$ cat config.mk
export PLATFORM = sky130hd
export DESIGN_NAME = aging_particle_quad_emitter_unit
export DESIGN_NICKNAME = d
export VERILOG_FILES = /design/src/sv/apqe_pkg.sv /design/src/sv/aging_particle_quad_emitter_unit.sv
export SDC_FILE = /design/constraint.sdc
export NUM_CORES = 2
export LEC_CHECK = 0
export BUFFER_PORTS_ARGS = -buffer_cell sky130_fd_sc_hd__buf_2
export CAP_MARGIN = 40
export CORE_MARGIN = 2
export CORE_UTILIZATION = 45
export CTS_CLUSTER_DIAMETER = 60
export CTS_CLUSTER_SIZE = 25
export DETAILED_ROUTE_END_ITERATION = 8
export GPL_TIMING_DRIVEN = 0
export SLEW_MARGIN = 20
export SYNTH_ARGS = -nofsm -noshare
export SYNTH_HDL_FRONTEND = slang
export SYNTH_SLANG_ARGS = --single-unit
$ cat constraint.sdc
create_clock -name clock -period 8.5 [get_ports clock]
set_input_delay 0.425 -clock clock [delete_from_list [all_inputs] [get_ports clock]]
set_output_delay 0.425 -clock clock [all_outputs]
set_load 0.05 [all_outputs]
$ cat src/sv/apqe_pkg.sv
// Shared constants, types and slot arithmetic for the aging particle quad emitter.
package apqe_pkg;

   localparam int MaxParticles = 16;
   localparam int IdxW         = (MaxParticles > 1) ? $clog2(MaxParticles) : 1;
   localparam int CntW         = $clog2(MaxParticles + 1);

   localparam int PosW   = 20;
   localparam int VertW  = 21;
   localparam int LifeW  = 26;
   localparam int FullW  = 24;
   localparam int DeltaW = 20;
   localparam int TexW   = 12;
   localparam int ColorW = 8;
   localparam int CsrW   = 24;

   localparam logic [FullW-1:0] FullLifetimeReset = 24'd1000000;
   localparam logic [CsrW-1:0]  BaseRgbReset      = 24'hFFFFFF;
   localparam logic [TexW-1:0]  TexSizeReset      = 12'd16;

   localparam logic [ColorW-1:0] AlphaFloor = 8'd127;
   localparam logic [ColorW-1:0] AlphaMax   = 8'd255;

   typedef logic [IdxW-1:0] idx_type;
   typedef logic [CntW-1:0] cnt_type;
   typedef logic [CntW:0]   slot_sum_type;

   typedef enum logic [1:0] {
      OpAdd  = 2'd0,
      OpTick = 2'd1,
      OpDraw = 2'd2,
      OpNone = 2'd3
   } opcode_type;

   typedef enum logic [1:0] {
      RegFullLifetime = 2'd0,
      RegBaseRgb      = 2'd1,
      RegTexWidth     = 2'd2,
      RegTexHeight    = 2'd3
   } csr_index_type;

   function automatic idx_type slot_of(idx_type head, cnt_type offset);
      slot_sum_type sum;
      sum = slot_sum_type'(head) + slot_sum_type'(offset);
      if (sum >= slot_sum_type'(MaxParticles)) begin
         sum = sum - slot_sum_type'(MaxParticles);
      end
      return idx_type'(sum);
   endfunction

endpackage

$ cat src/sv/aging_particle_quad_emitter_unit.sv
// Particle FIFO with aging ticks and per-particle quad corner emission.
// Add and empty draw finish on acceptance in StIdle; req_stall is high in every other state.
// Tick: StPop pops each expired particle at the head and checks the head again; StDecay then
//   decrements each remaining life. Draw: per particle StLoad reads it, StDivide forms alpha
//   when life is strictly between half and full, StShow sets up, StEmit sends 4 beats held on rsp_stall.
// Synchronous reset empties the FIFO and restores the register defaults; stores stay as they are.
module aging_particle_quad_emitter_unit (
   input  logic                               clock,
   input  logic                               reset,
   input  logic                               req_valid,
   output logic                               req_stall,
   input  logic [1:0]                         req_opcode,
   input  logic signed [apqe_pkg::PosW-1:0]   req_pos_x,
   input  logic signed [apqe_pkg::PosW-1:0]   req_pos_y,
   input  logic [apqe_pkg::DeltaW-1:0]        req_delta_time,
   output logic                               rsp_valid,
   input  logic                               rsp_stall,
   output logic signed [apqe_pkg::VertW-1:0]  rsp_vert_x,
   output logic signed [apqe_pkg::VertW-1:0]  rsp_vert_y,
   output logic [apqe_pkg::TexW-1:0]          rsp_tex_u,
   output logic [apqe_pkg::TexW-1:0]          rsp_tex_v,
   output logic [apqe_pkg::ColorW-1:0]        rsp_red,
   output logic [apqe_pkg::ColorW-1:0]        rsp_green,
   output logic [apqe_pkg::ColorW-1:0]        rsp_blue,
   output logic [apqe_pkg::ColorW-1:0]        rsp_alpha,
   output logic                               rsp_last,
   input  logic                               csr_write_en,
   input  logic [1:0]                         csr_index,
   input  logic [apqe_pkg::CsrW-1:0]          csr_data
);

   typedef enum logic [2:0] {
      StIdle,
      StPop,
      StDecay,
      StLoad,
      StDivide,
      StShow,
      StEmit
   } state_type;

   typedef enum logic [1:0] {
      CornerTopLeft     = 2'd0,
      CornerTopRight    = 2'd1,
      CornerBottomRight = 2'd2,
      CornerBottomLeft  = 2'd3
   } corner_type;

   localparam int VertW = apqe_pkg::VertW;
   localparam int LifeW = apqe_pkg::LifeW;
   localparam int FullW = apqe_pkg::FullW;

   // configuration
   logic [FullW-1:0]              full_lifetime_ff;
   logic [apqe_pkg::CsrW-1:0]     base_rgb_ff;
   logic [apqe_pkg::TexW-1:0]     tex_width_ff;
   logic [apqe_pkg::TexW-1:0]     tex_height_ff;

   // particle stores
   logic signed [apqe_pkg::PosW-1:0] store_x_ff    [apqe_pkg::MaxParticles];
   logic signed [apqe_pkg::PosW-1:0] store_y_ff    [apqe_pkg::MaxParticles];
   logic signed [LifeW-1:0]          store_life_ff [apqe_pkg::MaxParticles];

   // control state
   state_type             state_ff, state_in;
   apqe_pkg::idx_type     head_ff, head_in;
   apqe_pkg::cnt_type     count_ff, count_in;
   apqe_pkg::cnt_type     walk_ff, walk_in;
   corner_type            corner_ff, corner_in;
   logic [2:0]            div_step_ff, div_step_in;
   logic                  rsp_valid_ff, rsp_valid_in;

   // working registers
   logic [apqe_pkg::DeltaW-1:0] delta_ff, delta_in;
   logic signed [VertW-1:0]     x_lo_ff, x_lo_in, x_hi_ff, x_hi_in;
   logic signed [VertW-1:0]     y_lo_ff, y_lo_in, y_hi_ff, y_hi_in;
   logic [FullW-1:0]            rem_ff, rem_in;
   logic [7:0]                  num_lo_ff, num_lo_in;
   logic [7:0]                  alpha_ff, alpha_in;

   // output beat
   logic signed [VertW-1:0]        rsp_vert_x_ff, rsp_vert_y_ff;
   logic [apqe_pkg::TexW-1:0]      rsp_tex_u_ff, rsp_tex_v_ff;
   logic [apqe_pkg::ColorW-1:0]    rsp_red_ff, rsp_green_ff, rsp_blue_ff, rsp_alpha_ff;
   logic                           rsp_last_ff;

   // datapath
   logic                    req_take;
   apqe_pkg::idx_type       walk_slot;
   apqe_pkg::idx_type       add_slot;
   logic signed [LifeW-1:0] rd_life;
   logic signed [LifeW:0]   decay_diff;
   logic signed [LifeW-1:0] decay_life;
   logic                    add_en;
   logic                    decay_en;
   logic                    half_or_less;
   logic                    full_or_more;
   logic [31:0]             scaled_life;
   logic [FullW:0]          trial;
   logic                    trial_fits;
   logic [VertW-1:0]        half_w;
   logic [VertW-1:0]        half_h;
   logic                    rsp_load;
   corner_type              load_corner;
   logic                    walk_is_last;

   assign req_take  = req_valid && !req_stall;
   assign req_stall = (state_ff != StIdle);

   assign walk_slot = apqe_pkg::slot_of(head_ff, walk_ff);
   assign add_slot  = apqe_pkg::slot_of(head_ff, count_ff);
   assign rd_life   = store_life_ff[walk_slot];

   assign decay_diff = {rd_life[LifeW-1], rd_life} - $signed({7'd0, delta_ff});
   assign decay_life = (decay_diff[LifeW] && !decay_diff[LifeW-1])
                     ? {1'b1, {(LifeW-1){1'b0}}} : decay_diff[LifeW-1:0];

   assign half_or_less = $signed({rd_life, 1'b0}) <= $signed({3'd0, full_lifetime_ff});
   assign full_or_more = rd_life >= $signed({2'd0, full_lifetime_ff});
   assign scaled_life  = {rd_life[FullW-1:0], 8'd0} - {8'd0, rd_life[FullW-1:0]};

   assign trial      = {rem_ff, num_lo_ff[7]};
   assign trial_fits = trial >= {1'b0, full_lifetime_ff};

   assign half_w = VertW'({tex_width_ff, 3'd0});
   assign half_h = VertW'({tex_height_ff, 3'd0});

   assign walk_is_last = (apqe_pkg::cnt_type'(walk_ff + 1'b1) == count_ff);

   always_comb begin
      state_in     = state_ff;
      head_in      = head_ff;
      count_in     = count_ff;
      walk_in      = walk_ff;
      corner_in    = corner_ff;
      div_step_in  = div_step_ff;
      rsp_valid_in = rsp_valid_ff;
      delta_in     = delta_ff;
      x_lo_in      = x_lo_ff;
      x_hi_in      = x_hi_ff;
      y_lo_in      = y_lo_ff;
      y_hi_in      = y_hi_ff;
      rem_in       = rem_ff;
      num_lo_in    = num_lo_ff;
      alpha_in     = alpha_ff;
      add_en       = 1'b0;
      decay_en     = 1'b0;
      rsp_load     = 1'b0;
      load_corner  = CornerTopLeft;

      case (state_ff)
         StIdle: begin
            if (req_take) begin
               case (apqe_pkg::opcode_type'(req_opcode))
                  apqe_pkg::OpAdd: begin
                     if (count_ff < apqe_pkg::cnt_type'(apqe_pkg::MaxParticles)) begin
                        add_en   = 1'b1;
                        count_in = count_ff + 1'b1;
                     end
                  end
                  apqe_pkg::OpTick: begin
                     delta_in = req_delta_time;
                     walk_in  = '0;
                     state_in = StPop;
                  end
                  apqe_pkg::OpDraw: begin
                     walk_in = '0;
                     if (count_ff != '0) begin
                        state_in = StLoad;
                     end
                  end
                  default: begin
                  end
               endcase
            end
         end
         StPop: begin
            // walk stays at zero, so the read slot is the head
            if (count_ff != '0 && rd_life <= 0) begin
               head_in  = apqe_pkg::slot_of(head_ff, apqe_pkg::cnt_type'(1));
               count_in = count_ff - 1'b1;
            end else if (count_ff == '0) begin
               state_in = StIdle;
            end else begin
               state_in = StDecay;
            end
         end
         StDecay: begin
            decay_en = 1'b1;
            if (walk_is_last) begin
               state_in = StIdle;
            end else begin
               walk_in = walk_ff + 1'b1;
            end
         end
         StLoad: begin
            x_lo_in = {store_x_ff[walk_slot][apqe_pkg::PosW-1], store_x_ff[walk_slot]} - half_w;
            x_hi_in = {store_x_ff[walk_slot][apqe_pkg::PosW-1], store_x_ff[walk_slot]} + half_w;
            y_lo_in = {store_y_ff[walk_slot][apqe_pkg::PosW-1], store_y_ff[walk_slot]} - half_h;
            y_hi_in = {store_y_ff[walk_slot][apqe_pkg::PosW-1], store_y_ff[walk_slot]} + half_h;
            if (half_or_less) begin
               alpha_in = apqe_pkg::AlphaFloor;
               state_in = StShow;
            end else if (full_or_more) begin
               alpha_in = apqe_pkg::AlphaMax;
               state_in = StShow;
            end else begin
               rem_in      = scaled_life[31:8];
               num_lo_in   = scaled_life[7:0];
               div_step_in = '0;
               state_in    = StDivide;
            end
         end
         StDivide: begin
            rem_in      = trial_fits ? FullW'(trial - {1'b0, full_lifetime_ff})
                                     : trial[FullW-1:0];
            num_lo_in   = {num_lo_ff[6:0], 1'b0};
            alpha_in    = {alpha_ff[6:0], trial_fits};
            div_step_in = div_step_ff + 1'b1;
            if (div_step_ff == 3'd7) begin
               state_in = StShow;
            end
         end
         StShow: begin
            rsp_load     = 1'b1;
            load_corner  = CornerTopLeft;
            corner_in    = CornerTopLeft;
            rsp_valid_in = 1'b1;
            state_in     = StEmit;
         end
         StEmit: begin
            if (!rsp_stall) begin
               if (corner_ff != CornerBottomLeft) begin
                  rsp_load    = 1'b1;
                  load_corner = corner_type'(corner_ff + 2'd1);
                  corner_in   = corner_type'(corner_ff + 2'd1);
               end else if (walk_is_last) begin
                  rsp_valid_in = 1'b0;
                  state_in     = StIdle;
               end else begin
                  rsp_valid_in = 1'b0;
                  walk_in      = walk_ff + 1'b1;
                  state_in     = StLoad;
               end
            end
         end
         default: begin
            state_in = StIdle;
         end
      endcase
   end

   always_ff @(posedge clock) begin
      if (reset) begin
         state_ff         <= StIdle;
         head_ff          <= '0;
         count_ff         <= '0;
         walk_ff          <= '0;
         corner_ff        <= CornerTopLeft;
         div_step_ff      <= '0;
         rsp_valid_ff     <= 1'b0;
         full_lifetime_ff <= apqe_pkg::FullLifetimeReset;
         base_rgb_ff      <= apqe_pkg::BaseRgbReset;
         tex_width_ff     <= apqe_pkg::TexSizeReset;
         tex_height_ff    <= apqe_pkg::TexSizeReset;
      end else begin
         state_ff     <= state_in;
         head_ff      <= head_in;
         count_ff     <= count_in;
         walk_ff      <= walk_in;
         corner_ff    <= corner_in;
         div_step_ff  <= div_step_in;
         rsp_valid_ff <= rsp_valid_in;
         if (csr_write_en) begin
            case (apqe_pkg::csr_index_type'(csr_index))
               apqe_pkg::RegFullLifetime: full_lifetime_ff <= csr_data[FullW-1:0];
               apqe_pkg::RegBaseRgb:      base_rgb_ff      <= csr_data;
               apqe_pkg::RegTexWidth:     tex_width_ff     <= csr_data[apqe_pkg::TexW-1:0];
               apqe_pkg::RegTexHeight:    tex_height_ff    <= csr_data[apqe_pkg::TexW-1:0];
               default: begin
               end
            endcase
         end
      end

      delta_ff  <= delta_in;
      x_lo_ff   <= x_lo_in;
      x_hi_ff   <= x_hi_in;
      y_lo_ff   <= y_lo_in;
      y_hi_ff   <= y_hi_in;
      rem_ff    <= rem_in;
      num_lo_ff <= num_lo_in;
      alpha_ff  <= alpha_in;

      if (add_en) begin
         store_x_ff[add_slot]    <= req_pos_x;
         store_y_ff[add_slot]    <= req_pos_y;
         store_life_ff[add_slot] <= $signed({2'd0, full_lifetime_ff});
      end
      if (decay_en) begin
         store_life_ff[walk_slot] <= decay_life;
      end

      if (rsp_load) begin
         rsp_vert_x_ff <= (load_corner == CornerTopRight || load_corner == CornerBottomRight)
                        ? x_hi_ff : x_lo_ff;
         rsp_vert_y_ff <= (load_corner == CornerBottomRight || load_corner == CornerBottomLeft)
                        ? y_hi_ff : y_lo_ff;
         rsp_tex_u_ff  <= (load_corner == CornerTopRight || load_corner == CornerBottomRight)
                        ? tex_width_ff : '0;
         rsp_tex_v_ff  <= (load_corner == CornerBottomRight || load_corner == CornerBottomLeft)
                        ? tex_height_ff : '0;
         rsp_red_ff    <= base_rgb_ff[23:16];
         rsp_green_ff  <= base_rgb_ff[15:8];
         rsp_blue_ff   <= base_rgb_ff[7:0];
         rsp_alpha_ff  <= alpha_ff;
         rsp_last_ff   <= (load_corner == CornerBottomLeft) && walk_is_last;
      end
   end

   assign rsp_valid  = rsp_valid_ff;
   assign rsp_vert_x = rsp_vert_x_ff;
   assign rsp_vert_y = rsp_vert_y_ff;
   assign rsp_tex_u  = rsp_tex_u_ff;
   assign rsp_tex_v  = rsp_tex_v_ff;
   assign rsp_red    = rsp_red_ff;
   assign rsp_green  = rsp_green_ff;
   assign rsp_blue   = rsp_blue_ff;
   assign rsp_alpha  = rsp_alpha_ff;
   assign rsp_last   = rsp_last_ff;

   count_in_range: assert property (@(posedge clock) disable iff (reset)
      count_ff <= apqe_pkg::cnt_type'(apqe_pkg::MaxParticles))
      else $error("particle count above capacity");

   beat_only_when_emitting: assert property (@(posedge clock) disable iff (reset)
      rsp_valid_ff |-> (state_ff == StEmit))
      else $error("output beat outside emit state");

   alpha_floor_held: assert property (@(posedge clock) disable iff (reset)
      rsp_valid_ff |-> (rsp_alpha_ff >= apqe_pkg::AlphaFloor))
      else $error("alpha below floor");

   last_on_final_corner: assert property (@(posedge clock) disable iff (reset)
      (rsp_valid_ff && rsp_last_ff) |-> (corner_ff == CornerBottomLeft))
      else $error("last marked on a corner other than bottom-left");

   draw_never_empty: assert property (@(posedge clock) disable iff (reset)
      (state_ff == StLoad || state_ff == StDecay) |-> (walk_ff < count_ff))
      else $error("walk beyond stored particles");

endmodule
======== Word-level counts from Yosys, hierarchy flattened ========
Memory sizes are Yosys's and may differ from the RTL's.
Cells that the tools add are included.
word-level totals
  bits in writable memories ............... 1,056
  output and inout bits ................... 101
  register bits ........................... 338
  word-level logic and storage cells ...... 190
  memories ................................ 3
  input bits .............................. 93
memories
  memory         depth  bits a word  read ports  clocked after Yosys merged registers in  wr ports  line                                    source
  store_life_ff  16     26           1           0                                        1         aging_particle_quad_emitter_unit.sv:62  logic signed [LifeW-1:0] store_life_ff [apqe_pkg::MaxParticles];
  store_x_ff     16     20           1           0                                        1         aging_particle_quad_emitter_unit.sv:60  logic signed [apqe_pkg::PosW-1:0] store_x_ff [apqe_pkg::MaxParticles];
  store_y_ff     16     20           1           0                                        1         aging_particle_quad_emitter_unit.sv:61  logic signed [apqe_pkg::PosW-1:0] store_y_ff [apqe_pkg::MaxParticles];
operators by class
  mux-type cells .......................... 67
  $lt $le $gt $ge ......................... 8
  add/sub/neg operators ................... 18
  reduce and logical (&&, ||, !) cells .... 33
  eq/ne operators ......................... 33
operator list
  kind                 count
  $mux 24              3
  $mux 26              2
  $pmux 24 s2          1
  $mux 5               9
  $add 20x16->21       2
  $mux 21              2
  $sub 20x16->21       2
  $mux 8               4
  $pmux 8 s2           2
  $sub 32x24->32       1
  $le 27x25->1         1
  $mux 3               9
  $sub 26x21->27       1
  $ge 26x25->1         1
  $le 26x1->1 const B  1
  $ne 2x2->1 const B   13
  $reduce_or 26->1     1
  $ge 25x24->1         1
  $sub 24x24->24       1
  $pmux 3 s7           1
  $mux 1               16
  $mux 4               4
  $pmux 5 s3           1
  $mux 2               7
  other kinds (37)     73

======== Logic depth before layout (Yosys ltp) ========
An unclocked memory read counts as a cell.
  depth in word-level cells ............... 9
  mapped depth ............................ 28
  mapped depth without buffers ............ 19

======== Worst setup path after synthesis ========
No wires, ideal clock.
  path type ............................... register to register
  from .................................... reg head_ff[0]
  to ...................................... reg num_lo_ff[0] (enable)
  path slack .............................. 1.803 ns
  library setup time ...................... 0.434 ns
  buffers on the path ..................... 5
  stages on the path, launching flop included .. 22
  clock period less this slack ............ 6.697 ns
  data required time ...................... 8.066 ns
  arrival time ............................ 6.263 ns
  cell sequence ........................... dfxtp_1 ha_1 fa_1 xnor2_1 buf_2 clkbuf_1 clkbuf_1 clkbuf_1 buf_1 nand2_1 nand3_1 o21a_1 ha_1 nor2b_1 o21a_1 o21ai_0 a21o_1 a21oi_1 a2111oi_0 o31a_1 o211ai_1 a21oi_1
on the way
  cells in the longest elaborated chain, start to end .. 7
  elaborated cells on any way between the ends .. 10
ends and longest elaborated chain
  item                                                 line                                                                              source
  start: declaration                                   aging_particle_quad_emitter_unit.sv:66                                            apqe_pkg::idx_type head_ff, head_in;
  start signal: assignment                             aging_particle_quad_emitter_unit.sv:268                                           head_ff <= head_in;
  $add 4x5->6 *                                        apqe_pkg.sv:44                                                                    sum = slot_sum_type'(head) + slot_sum_type'(offset);
  $ge 6x5->1 / $sub 4x1->4 (equally long branches)     apqe_pkg.sv:45, apqe_pkg.sv:46
  $mux 4 *                                             apqe_pkg.sv:45                                                                    if (sum >= slot_sum_type'(MaxParticles)) begin
  $mem_v2 16x26 *                                      --
  $le 27x25->1 / $ge 26x25->1 (equally long branches)  aging_particle_quad_emitter_unit.sv:118, aging_particle_quad_emitter_unit.sv:119
  $ne 2x2->1 (no source line)                          --
  $reduce_and 3->1 (no source line) *                  --
  end signal: assignment                               aging_particle_quad_emitter_unit.sv:292                                           num_lo_ff <= num_lo_in;
  end: declaration                                     aging_particle_quad_emitter_unit.sv:78                                            logic [7:0] num_lo_ff, num_lo_in;
Every way passes the cells marked *; elsewhere a longest branch is shown, timed or not.
A chain may end at the register's enable or synchronous reset.

======== Final worst setup path ========
  from .................................... reg head_ff[0]
  to ...................................... mem store_life_ff[10][14] (data pin)
on the way
  cells in the longest elaborated chain, start to end .. 9
  elaborated cells on any way between the ends .. 10
ends and longest elaborated chain
  item                                              line                                     source
  $add 4x5->6 *                                     apqe_pkg.sv:44
  $ge 6x5->1 / $sub 4x1->4 (equally long branches)  apqe_pkg.sv:45, apqe_pkg.sv:46
  $mux 4 *                                          apqe_pkg.sv:45
  $mem_v2 16x26 *                                   --
  $sub 26x21->27 *                                  aging_particle_quad_emitter_unit.sv:114  assign decay_diff = {rd_life[LifeW-1], rd_life} - $signed({7'd0, delta_ff});
  $logic_not 1->1                                   aging_particle_quad_emitter_unit.sv:115  assign decay_life = (decay_diff[LifeW] && !decay_diff[LifeW-1])
  $logic_and 1x1->1                                 aging_particle_quad_emitter_unit.sv:115
  $mux 26 *                                         aging_particle_quad_emitter_unit.sv:116  ? {1'b1, {(LifeW-1){1'b0}}} : decay_diff[LifeW-1:0];
  $mux 26 (no source line) *                        --
  end: declaration                                  aging_particle_quad_emitter_unit.sv:62
Marked as above.

==> reports/metrics.yaml <==
insertion_delay_ps: 760
max_cap_viol_count: 0
post_cts_buffers: 0
place_congestion: 0.941
vias_per_cell: 5.69
start_util_pct: 45.2
worst_setup_path_start_kind: "register"
dr_total_vias: 35045
synth_edf_count: 1291
rr_endpoint: "store_life_ff[10][14]$_DFFE_PP_"
hold_depth: 1
worst-path-buf-inv: 7
period_share_pct: 94.6
final_cell_mix: "1291 x edfxtp_1, 416 x nand2_1, 264 x mux4_2"
drt_iter0_drc: 3615
route.met2.wl_um: 74900
core_um2: 133000
hold_class: "input pin to register"
rrSetupSlack_ps: 460
wl_met3_um: 9820
wl_met1_um: 69900
cts_buffer_depth: 3
post_synth_num_cell_types: 77
die_y_um: 369
period_minus_slack_ps: 8040
fin_area_um2: 70100
vdd_drop_max_uv: 176
crit_fanout: 16
fin_util_pct: 52.7
critical_path.cell_chain: "ha_1 -> fa_1 -> xnor2_1 -> buf_2 -> clkbuf_1 -> clkbuf_1 -> clkbuf_1 -> buf_6 -> nand2_1 -> nand3_1 -> o21a_1 -> inv_1 -> fa_1 -> nor2b_1 -> o21a_1 -> o21ai_0 -> a211oi_1 -> o21ai_0 -> a21oi_1 -> nor2_1 -> a21oi_1 -> nand2_2 -> buf_4 -> o22ai_2"
die_w_um: 369
dp_cells: 5862
grt_pass1_vias: 34429
required_ps: 8890
crit_path_end_kind: "register"
rsz0062_at_grt: "false"
multi_input_area_um2: 18500
drc: 0
drt-total-wl_um: 158000
crit_family: "buffers and inverters"
powerDensity_nw_per_um2: 214
finalSetupTns_ps: 0
io_buffer_count: 191
synth_warnings: 0
ys_ff_latch: 1386
final_common_cell: "edfxtp_1"
slew_violations: 0
top_layer: "met5"
hold-path-endpoint: "store_x_ff[10][7]$_DFFE_PP_"
fin_nets: 4566
yosysSeqAreaShare_pct: 67.7
dieArea_um2: 136000
r2r_cells: 24
drive_gt1_share_pct: 21.5
max_stage_delay_ps: 670
areaGrowthSynthToFinish_pct: 16.7
synth_top_area_share_pct: 64.5
slew_headroom_pct: 40.7
nFillCells: 10821
r2r-start: "head_ff[0]$_SDFFE_PP0P_"
hold_start: "req_pos_x[7]"
final_cells: 6154
netlist_instances: 3817
cts_tree: "built"
cts_max_level: 3
hold_viol_final: 0
clock_skew_ps: 54.5
fmax_mhz: 124
worst_path_most_repeated_cell: "clkbuf_1"
status: "complete, no violations"
clock_sinks: 1386
area.sequential_um2: 40700
path_class: "register to register"
grt_max_degree: 72
ys.flop_type: "edfxtp_1"
synthesis.area_um2: 60100
first_pass_iters: 5
leakage_nw: 24.0
avgSynthCellArea_um2: 15.7
wire_per_inst_um: 25.7
num_io_pins: 194
cts_made_buffers: 106
synth.largest_area_cell: "edfxtp_1"
ys_top_cells_by_area: "edfxtp_1 65%, mux4_2 9.9%, ha_1 3.6%, dfxtp_1 3.2%, nand2_1 2.6%"
synthArstFlopShare_pct: 0
antenna_found_initial: 8
grtUsageTotal_pct: 23.1
slowest_stage: "o22ai_2"
placed_area_um2: 65200
cts.reportedPaths.clkPinSlew_ps: 90
total_power_mw: 15.0
arrival_ps: 8430
hpwl_um: 112000
drtAntennaViolNets: 0
setup_viol: 0
grt_first_pass_wirelength_um: 230000
tightest_slew_ps: 887
synth_nets: 4094
cts_root_buf: "clkbuf_16"
grt_overflow: 0
rows: 134
## cell families (layout without fill, tap and decap cells)
| group | Yosys count | after routing | share of synthesized area [%] |
|---|---|---|---|
| buf+inv | 321 | 886 | 2.30 |
| fa+ha+maj | 184 | 184 | 3.94 |
| xor+xnor | 145 | 145 | 2.13 |
| simple gates | 889 | 889 | 6.69 |
| compound gates | 519 | 519 | 5.42 |
| flops | 1386 | 1386 | 67.7 |
| mux | 373 | 373 | 11.8 |
| other cells | 0 | 4 | 0 |
## synthesized netlist by cell type, types with 12 or more instances
master and n:
dfxtp_1 95, ha_1 175, buf_1 14, nand4_1 14, o211ai_1 19, buf_2 26, nor2_1 196, o21ai_0 95
and3_1 47, edfxtp_1 1291, a211oi_1 14, nor3_1 31, or3_1 12, o21bai_1 13, mux2i_1 61, xor2_1 54
a31oi_1 53, buf_4 18, o22ai_1 25, nand2b_1 28, inv_1 150, mux4_2 264, o21a_1 18, mux2_2 47
a21o_1 48, clkbuf_1 103, or2_2 13, xnor2_1 90, nand3b_1 34, a21oi_1 167, nand2_1 416, nor2b_1 23
nand3_1 40
## state kept, by name, indices dropped and copies added (netlist names), 17 cells and up
name              cells
x_lo_ff              21
store_x_ff          320
full_lifetime_ff     24
y_lo_ff              21
rsp_vert_x           21
store_y_ff          320
base_rgb_ff          24
y_hi_ff              17
delta_ff             20
x_hi_ff              17
rem_ff               24
store_life_ff       416
rsp_vert_y           21
## stage by stage
stage	setup WS, ps	hold WS, ps
2_1_floorplan	1800	400
3_3_place_gp	-2100	402
3_5_place_dp	-144	406
4_1_cts	115	0.0637
5_1_grt	54.3	41.0
6_report	458	75.1
## repair_timing
action                     in CTS  in global routing
setup endpoints to repair     109                305
hold endpoints to repair      530                  0
gates resized for setup         3                  4
hold buffers                   77                  0
pin swaps                       0                  0
## report_power, final
part	total [mW]	internal, mW	switching, mW	leakage [nW]
clock network	5.54	2.68	2.86	1.90
registers	7.64	7.61	0.0320	12.4
logic	1.83	0.712	1.12	9.68
total	15.0	11.0	4.01	24.0
## layer usage
metal | vias up | track usage (%)
li1 | 15637 | -
met1 | 18003 | 33.1
met2 | 1194 | 36.8
met3 | 201 | 3.48
met4 | 10 | 6.41
met5 | - | 0
## worst max-delay path by stage
stage                                       start                               to  slack, ps  cells after the start
after floorplan           head_ff[0]$_SDFFE_PP0P_       num_lo_ff[0]$_SDFFCE_PP0P_       1800                     21
after CTS                 walk_ff[0]$_SDFFE_PP0P_    store_life_ff[0][8]$_DFFE_PP_        120                     25
final                     head_ff[0]$_SDFFE_PP0P_  store_life_ff[10][14]$_DFFE_PP_        460                     24
after global placement    head_ff[0]$_SDFFE_PP0P_      div_step_ff[0]$_SDFFE_PP0P_      -2100                     22
after global routing      head_ff[0]$_SDFFE_PP0P_   store_life_ff[1][14]$_DFFE_PP_         50                     24
after detailed placement  head_ff[0]$_SDFFE_PP0P_   store_life_ff[1][20]$_DFFE_PP_       -140                     26
## area by class of cell
class | instances | share of cell area, %
Inverter | 150 | 0.814
Multi-Input combinational cell | 2110 | 26.4
Clock buffer | 107 | 3.79
Sequential cell | 1386 | 58.0
Timing Repair Buffer | 366 | 4.82
Antenna cell | 4 | 0.0143
Tap cell | 1768 | 3.16
Clock inverter | 94 | 1.88
Buffer | 169 | 1.16
(Power assumes the default switching activity.)
